File: config.mk
export PLATFORM = sky130hd
export DESIGN_NAME = kmst_ctrl
export DESIGN_NICKNAME = d
export VERILOG_FILES = /design/src/sv/kmst_pkg.sv /design/src/sv/kmst_ctrl.sv
export SDC_FILE = /design/constraint.sdc
export NUM_CORES = 1
export LEC_CHECK = 0
export ABC_AREA = 1
export ABC_CLOCK_PERIOD_IN_PS = 1300
export BUFFER_PORTS_ARGS = -buffer_cell sky130_fd_sc_hd__buf_2
export CAP_MARGIN = 5
export CORE_MARGIN = 4
export CORE_UTILIZATION = 30
export CTS_BUF_LIST = sky130_fd_sc_hd__clkbuf_8 sky130_fd_sc_hd__clkbuf_16
export DETAILED_ROUTE_END_ITERATION = 10
export GPL_TIMING_DRIVEN = 0
export PLACE_DENSITY = 0.62
export SLEW_MARGIN = 20
export SYNTH_ARGS = -nofsm -noshare
export SYNTH_HDL_FRONTEND = slang
export SYNTH_SLANG_ARGS = --single-unit
File: constraint.sdc
create_clock -name clock -period 1.3 [get_ports clock]
set_input_delay 0.26 -clock clock [delete_from_list [all_inputs] [get_ports clock]]
set_output_delay 0.26 -clock clock [all_outputs]
set_load 0.02 [all_outputs]
File: src/sv/kmst_pkg.sv
// Shared constants and controller/datapath interface types for the spanning tree builder.
`default_nettype none

package kmst_pkg;

   localparam int MAX_VERTICES = 4096;
   localparam int VID_W        = $clog2(MAX_VERTICES);
   localparam int CNT_W        = VID_W + 1;
   localparam int WEIGHT_W     = 20;
   localparam int TOTAL_W      = 32;
   localparam int CFG_W        = 13;

   localparam logic [CNT_W-1:0]   MAX_COUNT    = CNT_W'(MAX_VERTICES);
   localparam logic [CFG_W-1:0]   CFG_RESET    = CFG_W'(4096);
   localparam logic [VID_W-1:0]   LAST_VERTEX  = VID_W'(MAX_VERTICES - 1);
   localparam logic [TOTAL_W-1:0] TOTAL_MAX    = '1;

   // Item codes carried by the func field
   localparam logic FUNC_START = 1'b0;
   localparam logic FUNC_EDGE  = 1'b1;

   typedef struct packed {
      logic accept;
      logic start;
      logic clear_write;
      logic check;
      logic lbl_addr_b;
      logic cap_la;
      logic cap_lb;
      logic size_addr_b;
      logic cap_size_a;
      logic cap_size_b;
      logic decide;
      logic walk_step;
      logic walk_next;
      logic tail_addr_gone;
      logic cap_tail_keep;
      logic cap_tail_gone;
      logic append;
      logic load_rsp;
   } kmst_cmd_type;

   typedef struct packed {
      logic bad;
      logic complete;
      logic same_label;
      logic steps_zero;
      logic clear_last;
   } kmst_status_type;

endpackage

`default_nettype wire

File: src/sv/kmst_ctrl.sv
// Sequencer for the spanning tree builder: handshakes, clear sweep, lookup, relabel walk.
`default_nettype none

module kmst_ctrl
   import kmst_pkg::*;
(
   input  wire logic            clock,
   input  wire logic            reset,
   input  wire logic            req_valid,
   output logic                 req_stall,
   input  wire logic            req_func,
   output logic                 rsp_valid,
   input  wire logic            rsp_stall,
   input  wire kmst_status_type status,
   output kmst_cmd_type         cmd
);

   typedef enum logic [4:0] {
      ST_IDLE,
      ST_CLEAR,
      ST_CHECK,
      ST_RD_LB,
      ST_RD_WAIT,
      ST_CMP,
      ST_SZ_B,
      ST_SZ_WAIT,
      ST_DECIDE,
      ST_WALK_TEST,
      ST_WALK_RD,
      ST_WALK_NX,
      ST_TAIL_A,
      ST_TAIL_B,
      ST_TAIL_C,
      ST_APPEND,
      ST_FINISH
   } state_type;

   state_type state_ff, state_in;
   logic      rsp_valid_ff, rsp_valid_in;
   logic      accept;
   logic      out_free;

   assign req_stall = (state_ff != ST_IDLE);
   assign accept    = req_valid && !req_stall;
   assign out_free  = !rsp_valid_ff || !rsp_stall;
   assign rsp_valid = rsp_valid_ff;

   always_comb begin
      cmd          = '0;
      state_in     = state_ff;
      cmd.accept   = accept;
      cmd.start    = accept && (req_func == FUNC_START);
      case (state_ff)
         ST_IDLE: begin
            if (accept) begin
               state_in = (req_func == FUNC_START) ? ST_CLEAR : ST_CHECK;
            end
         end
         ST_CLEAR: begin
            cmd.clear_write = 1'b1;
            if (status.clear_last) begin
               state_in = ST_FINISH;
            end
         end
         ST_CHECK: begin
            cmd.check = 1'b1;
            state_in  = (status.bad || status.complete) ? ST_FINISH : ST_RD_LB;
         end
         ST_RD_LB: begin
            cmd.lbl_addr_b = 1'b1;
            cmd.cap_la     = 1'b1;
            state_in       = ST_RD_WAIT;
         end
         ST_RD_WAIT: begin
            cmd.cap_lb = 1'b1;
            state_in   = ST_CMP;
         end
         ST_CMP: begin
            state_in = status.same_label ? ST_FINISH : ST_SZ_B;
         end
         ST_SZ_B: begin
            cmd.size_addr_b = 1'b1;
            cmd.cap_size_a  = 1'b1;
            state_in        = ST_SZ_WAIT;
         end
         ST_SZ_WAIT: begin
            cmd.cap_size_b = 1'b1;
            state_in       = ST_DECIDE;
         end
         ST_DECIDE: begin
            cmd.decide = 1'b1;
            state_in   = ST_WALK_TEST;
         end
         ST_WALK_TEST: begin
            state_in = status.steps_zero ? ST_TAIL_A : ST_WALK_RD;
         end
         ST_WALK_RD: begin
            cmd.walk_step = 1'b1;
            state_in      = ST_WALK_NX;
         end
         ST_WALK_NX: begin
            cmd.walk_next = 1'b1;
            state_in      = status.steps_zero ? ST_TAIL_A : ST_WALK_RD;
         end
         ST_TAIL_A: begin
            state_in = ST_TAIL_B;
         end
         ST_TAIL_B: begin
            cmd.tail_addr_gone = 1'b1;
            cmd.cap_tail_keep  = 1'b1;
            state_in           = ST_TAIL_C;
         end
         ST_TAIL_C: begin
            cmd.cap_tail_gone = 1'b1;
            state_in          = ST_APPEND;
         end
         ST_APPEND: begin
            cmd.append = 1'b1;
            state_in   = ST_FINISH;
         end
         ST_FINISH: begin
            if (out_free) begin
               cmd.load_rsp = 1'b1;
               state_in     = ST_IDLE;
            end
         end
         default: begin
            state_in = ST_IDLE;
         end
      endcase
      rsp_valid_in = cmd.load_rsp || (rsp_valid_ff && rsp_stall);
   end

   always_ff @(posedge clock) begin
      if (reset) begin
         state_ff     <= ST_IDLE;
         rsp_valid_ff <= 1'b0;
      end else begin
         state_ff     <= state_in;
         rsp_valid_ff <= rsp_valid_in;
      end
   end

endmodule

`default_nettype wire

# Yosys cells after proc, flatten, opt, wreduce, memory -nomap -nowiden
# Index checks and enable logic that the tools add are counted.
# totals
reg_bits	6
out_inout_bits	20
word_cells	57
inputBits	10
# op_classes
bitwise	1
eq_ne	19
mux	22
reduce_logical	13
# ops
op	n
one-hot mux 5 bit (16 select lines)	1
== test 5 x 4 -> 1 bit, second input constant	8
two-way mux 5 bit	5
== test 5 x 3 -> 1 bit, second input constant	4
two-way mux 1 bit	11
== test 5 x 2 -> 1 bit, second input constant	2
two-way mux 2 bit	4
inequality test 2 bit, second input constant	3
== test 5 x 1 -> 1 bit, second input constant	1
== test 5 bit, second input constant	1
zero test 5 bit	1
nonzero test 5 bit	1
logical AND 1 bit	3
zero test 1 bit	3
logical OR 1 bit	3
two-way mux 3 bit	1
AND reduction 3 bit	1
OR reduction 2 bit	1
inverter 1 bit	1

# Longest topological paths before layout
# Gate-level depths: netlist of the first run.
# logic_depth
depth_word	5
depth_mapped	9

# Worst setup path before layout of the first run
# OpenSTA, ideal clock, no wires.
# synth_timing
path_type	reg-to-output
startpoint	register state_ff[2]
endpoint	output cmd[13] (netlist name)
setup_slack_ps	-187
t_arrival_ps	1227
required_time_ps	1040
stages_incl_launch_ff	6
path_buffers	2
path_cell_list	dfxtp_1 buf_6 nor2_4 nand2_4 nor2_1 buf_4
# synth_lines
item	line	rtl
start, declared	kmst_ctrl.sv:38	state_type state_ff, state_in;
start signal, assigned	kmst_ctrl.sv:139	state_ff <= state_in;
end, declared	kmst_ctrl.sv:15	output kmst_cmd_type cmd

==> reports/metrics.yaml, run 1 <==
status:
  status: "finished, violations left"
  violations: "negative setup slack"
global_route:
  grt_pass1_vias: 740
  antenna_found_initial: 0
  gr-total-overflow: 0
  grt.total_usage_pct: 15.57
  grt_pass1_wl_mm: 3.180
  grt_max_degree: 8
placed_design:
  place_congestion: 0.8311
  hpwl_mm: 1.351
  post-place-cells: 157
  portBuffers: 29
setup_path:
  critical_path_arrival_ns: 1.27
  cp-end-kind: "output port"
  r2r_slack_ns: -0.06
  crit_fanout: 7
  r2r_cells: 9
  criticalPathCategory: "reg -> out"
  reg2reg_to: "state_ff[0]$_SDFFE_PP0P_"
  cp.required_ns: 1.04
  worstSetupStartpointType: "register"
  rr_startpoint: "state_ff[2]$_SDFFE_PP0P_"
worst_hold_path:
  min_path_type: "in -> reg"
  holdPathStages: 2
  min_to: "state_ff[4]$_SDFFE_PP0P_"
  worstHoldStart: "reset"
yosys:
  synth.lib_cells_used.distinct: 18
  syn_area_um2: 579.3
  synthesis.nets: 113
  synth.yosys.warnings: 0
  yosys.area.top_type: "dfxtp_1"
  synth.area.top_cells: "dfxtp_1 (21%), nor2_1 (17%), nand2_1 (12%), inv_1 (11%), nand3_1 (7.8%)"
  ys_ff_latch: 6
  syn_inst: 103
  synth.avg_cell_area_um2: 5.624
  post-synth-top-area-fraction_pct: 20.73
  synth_seq_area_share_pct: 20.73
timing:
  fmax_ghz: 0.6550
  hold_viol: 0
  finClkSkew_ns: 0.008611
  maxSlewViolCount: 0
  fin_crit_ns: 1.527
  setup_slack_ns: -0.2268
  rsz0062_at_grt: "yes"
  slew_headroom_pct: 82.55
  setup_tns_ns: -3.275
  finalSetupViolCount: 22
  tightest_slew_ns: 0.2610
  fin_crit_sh_pct: 117.4
drt:
  dr.pass1.iters: 4
  route.detailed.drc: 0
  ant_nets: 0
  via_per_inst: 4.869
  wl_per_cell_um: 12.39
  dr.first_iter.drc_count: 26
  num_vias: 852
  wirelength_mm: 2.168
die:
  start_util_pct: 32.49
  die-area_mm2: 0.002698
  core_area_mm2: 0.001783
  rows: 15
  io_pins: 30
  die-height_um: 51.95
  die_w_um: 51.95
cells_and_area:
  fin_nets: 162
  area_growth_pct: 96.76
  n_antenna_cell: 0
  fillerInstances: 145
  layout.cells.non_filler: 175
  drive_gt1_share_pct: 60.00
clocking:
  cts.clk_slew.worst_paths_ns: 0.04
  cts_tree: "done"
  cts.sinks: 6
  clkLatencyLatePin_ns: 0.23
  cts_root_buffer: "clkbuf_8"
  cts_max_level: 1
  cts_buffer_depth: 2
  numCtsBuffers: 3
power_and_ir_drop:
  sw_frac_of_total_pct: 39.72
  p_sw_uw: 395.1
  power_frac_clock_pct: 29.0
  internal_power_uw: 599.6
  power.density_cell_area_mw_per_mm2: 872.6
  vdd_ir_drop_max_v: 0.0007434
  p_leak_uw: 0.0006038
  combPwrFrac_pct: 47.3
  pwr-share-seq_pct: 23.7
flow_run:
  cap_viol_max_count: 0
[how the worst max path moves through the flow]
stage	slack, ns	end	depth (start not counted)	start
after floorplan	-0.05	cmd[13]	5	state_ff[2]$_SDFFE_PP0P_
after global placement	-0.13	cmd[17]	5	state_ff[1]$_SDFFE_PP0P_
after detailed placement	-0.11	cmd[17]	5	state_ff[1]$_SDFFE_PP0P_
after CTS	-0.22	cmd[13]	6	state_ff[2]$_SDFFE_PP0P_
after global routing	-0.30	cmd[10]	7	state_ff[2]$_SDFFE_PP0P_
final	-0.23	cmd[13]	6	state_ff[2]$_SDFFE_PP0P_
[routing by layer]
layer / up-vias / part of all wire (%) / track usage [%] / wire length [um]
met2: 43 / 53 / 29.71 / 1143
li1: 420 / - / - / -
met1: 379 / 37 / 17.47 / 807
met4: 0 / 3.7 / 4.803 / 80
met5: - / 0 / 0 / 0
met3: 10 / 6.3 / 2.006 / 136
[metrics by stage]
stage          hold slack (ns)  setup WS, ns  area [um2]  power (uW)  utilization, %
2_1_floorplan           0.3224      -0.05188       589.3       454.4               -
3_3_place_gp            0.4747       -0.1300       765.7       544.7           42.95
3_5_place_dp            0.4851       -0.1066       765.7       547.1           42.95
4_1_cts                 0.2508       -0.2247       979.7       921.2           54.95
5_1_grt                 0.2604       -0.3034        1140        1054           63.93
6_report                0.2493       -0.2268        1140       994.6           63.93
[worst max-delay path, cell delays in order, from the launching register on]
cell	delay (ns)
dfxtp_1	0.30
buf_6	0.13
nor2_4	0.19
nand2_4	0.10
nor2_4	0.11
buf_6	0.10
buf_6	0.10
[final cells by class]
cell class,instances,area [um2],share of cell area [%]
Multi-Input combinational cell,73,464.2,40.72
Sequential cell,6,135.1,11.86
Inverter,19,78.83,6.915
Clock buffer,3,41.29,3.622
Tap cell,25,31.28,2.744
Timing Repair Buffer,45,351.6,30.85
Buffer,4,37.54,3.293
[power by group through the flow]
stage          sequential, uW  combinational [uW]  clock [uW]
6_report                  236                 470         289
5_1_grt                   238                 510         306
4_1_cts                   226                 407         288
3_5_place_dp              222                 326           0
3_3_place_gp              221                 324           0
2_1_floorplan             222                 233           0
[kinds of logic (layout without fill, tap and decap cells)]
group                  after synthesis  after routing  share of synthesized area [%]
flip-flops                           6              6                          20.74
buffers and inverters               24             71                          19.44
AO/OA/AOI/OAI                        6              6                          5.831
AND/OR/NAND/NOR                     67             67                          53.99
[cell usage in the layout (no fill, tap or decap)]
cell,n
a21oi_1,2
a21oi_2,3
buf_2,11
buf_4,25
buf_6,13
clkbuf_8,3
dfxtp_1,2
dfxtp_4,4
inv_1,15
inv_2,2
inv_4,1
inv_6,1
nand2_1,14
nand2_2,4
nand2_4,1
nand3_1,7
nand3_2,2
nand3_4,2
nand3b_1,1
nand4_1,5
nor2_1,12
nor2_2,9
nor2_4,7
nor3_1,1
nor3_2,2
o21ai_0,1
[repair_timing]
action / in CTS / in global routing
endpoints found under the hold margin: 0 / 0
buffers inserted: 10 / 6
resized for setup: 35 / 36
endpoints found under the setup margin: 19 / 23
hold buffers: 0 / 0
pin swaps: 6 / 9
[cells in the mapped netlist]
| cell type | instances |
|---|---|
| nor3_1 | 3 |
| nor2_1 | 26 |
| dfxtp_1 | 6 |
| nand2_4 | 1 |
| nor2_2 | 1 |
| nand3_1 | 9 |
| inv_1 | 17 |
| nand2_1 | 18 |
| a21oi_1 | 4 |
| buf_4 | 4 |
| inv_2 | 2 |
| nor2_4 | 1 |
| nand4_1 | 5 |
| a21oi_2 | 1 |
| o21ai_0 | 1 |
| buf_6 | 1 |
| nand3_2 | 2 |
| nand3b_1 | 1 |
[registers in the layout, indices dropped and copies added, names as in the netlist]
name,flops
state_ff,5
rsp_valid,1
Power figures use the tool's default switching activity.
==> run 2, diff against run 1 <==
--- a/config.mk
+++ b/config.mk
@@ -10,11 +10,11 @@
 export BUFFER_PORTS_ARGS = -buffer_cell sky130_fd_sc_hd__buf_2
 export CAP_MARGIN = 5
 export CORE_MARGIN = 4
-export CORE_UTILIZATION = 30
+export CORE_UTILIZATION = 43
 export CTS_BUF_LIST = sky130_fd_sc_hd__clkbuf_8 sky130_fd_sc_hd__clkbuf_16
 export DETAILED_ROUTE_END_ITERATION = 10
 export GPL_TIMING_DRIVEN = 0
-export PLACE_DENSITY = 0.62
+export PLACE_DENSITY = 0.82
 export SLEW_MARGIN = 20
 export SYNTH_ARGS = -nofsm -noshare
 export SYNTH_HDL_FRONTEND = slang
==> run 2 against run 1 <==
  * The run still ends with negative setup slack left
  * Sequential cell count stayed put
  * Utilization is 32 points higher
  * Via count is 18% higher
==> reports/metrics.yaml, run 2 (synthesis results as in run 1) <==
status:
  status: "finished, violations left"
  violations: "negative setup slack"
cells_and_area:
  fin_nets: 162
  largest-register: "state_ff"
  largest_reg_flops: 5
  stdcell_area_mm2: 0.001137
  final_cell_mix: "buf_4 (20), buf_6 (17), nor2_1 (15)"
  layout_commonest_cell: "buf_4"
  area_growth_pct: 96.33
  drive_gt1_share_pct: 56.67
  n_antenna_cell: 0
timing:
  finalSetupViolCount: 23
  setup_slack_ns: -0.2729
  finClkSkew_ns: 0.002675
  fin_crit_ns: 1.573
  fin_crit_sh_pct: 121.0
  hold_viol: 0
  setup_tns_ns: -3.764
  maxSlewViolCount: 0
  rsz0062_at_grt: "yes"
  fmax_ghz: 0.6358
  tightest_slew_ns: 0.2385
  slew_headroom_pct: 83.93
placed_design:
  dpl_cell_area_um2: 752.0
  pre_cts_ws_ns: -0.1511
  portBuffers: 29
  hpwl_mm: 1.274
  place_congestion: 0.8380
drt:
  route.detailed.drc: 0
  wl_per_cell_um: 19.34
  via_per_inst: 6.146
  num_vias: 1008
  wirelength_mm: 3.171
  dr.pass1.iters: 5
  ant_nets: 0
  dr.first_iter.drc_count: 39
die:
  core_area_mm2: 0.001186
  die-area_mm2: 0.001999
  start_util_pct: 48.84
  rows: 12
  die_w_um: 44.71
  die-height_um: 44.71
  io_pins: 30
clocking:
  cts_buffer_depth: 2
  cts.clk_slew.worst_paths_ns: 0.04
  cts_max_level: 1
  cts_tree: "done"
  cts_hold_buf: 0
  numCtsBuffers: 3
  cts.sinks: 6
  cts_root_buffer: "clkbuf_8"
  clkLatencyLatePin_ns: 0.22
flow_run:
  cap_viol_max_count: 0
power_and_ir_drop:
  p_leak_uw: 0.0006040
  vdd_ir_drop_max_v: 0.001119
  power.density_cell_area_mw_per_mm2: 926.8
  pwr-share-seq_pct: 22.7
  power_uw: 1054
  internal_power_uw: 614.8
  combPwrFrac_pct: 50.8
  p_sw_uw: 439.3
  power_frac_clock_pct: 26.6
  sw_frac_of_total_pct: 41.68
setup_path:
  critical_path_arrival_ns: 1.71
  cp.required_ns: 1.43
  crit_fanout: 6
  criticalPathCategory: "reg -> reg"
  cp-end-kind: "register"
  worstSetupStartpointType: "register"
worst_hold_path:
  min_path_type: "in -> reg"
global_route:
  grt_pass1_wl_mm: 3.560
  grt.total_usage_pct: 23.79
  grt_max_degree: 7
  grt_pass1_vias: 820
  gr-total-overflow: 0
  antenna_found_initial: 0
run 2: cell count changes in the layout (fill, tap and decap cells not counted), moves of 2 or more:
| cell | before | now |
|---|---|---|
| buf_4 | 25 | 20 |
| nor2_1 | 12 | 15 |
| inv_2 | 2 | 4 |
| buf_6 | 13 | 17 |
| a21oi_1 | 2 | 4 |
| a21oi_2 | 3 | 1 |
| nor2_2 | 9 | 4 |
| nor2_4 | 7 | 9 |
run 2: worst paths after layout:
| path | start | slack (ns) | depth (start not counted) | to |
|---|---|---|---|---|
| worst max-delay path | state_ff[2]$_SDFFE_PP0P_ | -0.27 | 8 | state_ff[0]$_SDFFE_PP0P_ |
| worst min-delay path | reset | 0.27 | 2 | state_ff[4]$_SDFFE_PP0P_ |
| worst max register to register | state_ff[2]$_SDFFE_PP0P_ | -0.27 | 8 | state_ff[0]$_SDFFE_PP0P_ |
| worst min register to register | rsp_valid$_SDFF_PP0_ | 0.52 | 2 | rsp_valid$_SDFF_PP0_ |
run 2: final cells by class:
cell class                 instances  area (um2)
timing repair buffer              46       382.9
multi-input combinational         73       449.2
inverter                          19       73.82
sequential                         6       138.9
buffer                             3       33.78
clock buffer                       3       41.29
fill                              28       48.80
tap                               14       17.52
run 2: repair_timing:
action                     4_1_cts  5_1_grt
setup buffers                   13        4
setup endpoints to repair       19       23
pin swaps                       12       13
resized for setup               60       12
run 2: power by group through the flow:
stage / clock (uW) / combinational [uW] / sequential, uW
after detailed placement: 0 / 324 / 222
after CTS: 280 / 448 / 233
final: 280 / 535 / 239
after global placement: 0 / 320 / 221
after global routing: 291 / 557 / 239
after floorplan: 0 / 233 / 222
run 2: metrics by stage:
step	hold slack, ns	utilization [%]	instances
2_1_floorplan	0.3224	-	103
5_1_grt	0.2721	95.89	164
3_3_place_gp	0.4770	63.40	146
4_1_cts	0.2472	89.98	160
3_5_place_dp	0.4819	63.40	146
6_report	0.2709	95.89	164
run 2: routing by layer:
layer	vias up	share of wire [%]	GRT usage [%]
met1	458	36	26.79
met3	34	12	0.3984
met4	0	6.3	11.45
li1	417	-	-
met5	-	0	0
met2	99	45	45.27
run 2: critical path, cell delays in order, from the launching register on:
cell and delay (ns):
dfxtp_4 0.41, nor2_4 0.08, buf_4 0.14, buf_4 0.12
nand4_1 0.13, nand2_1 0.09, nor2_1 0.21, nand2_1 0.11
a21oi_1 0.19
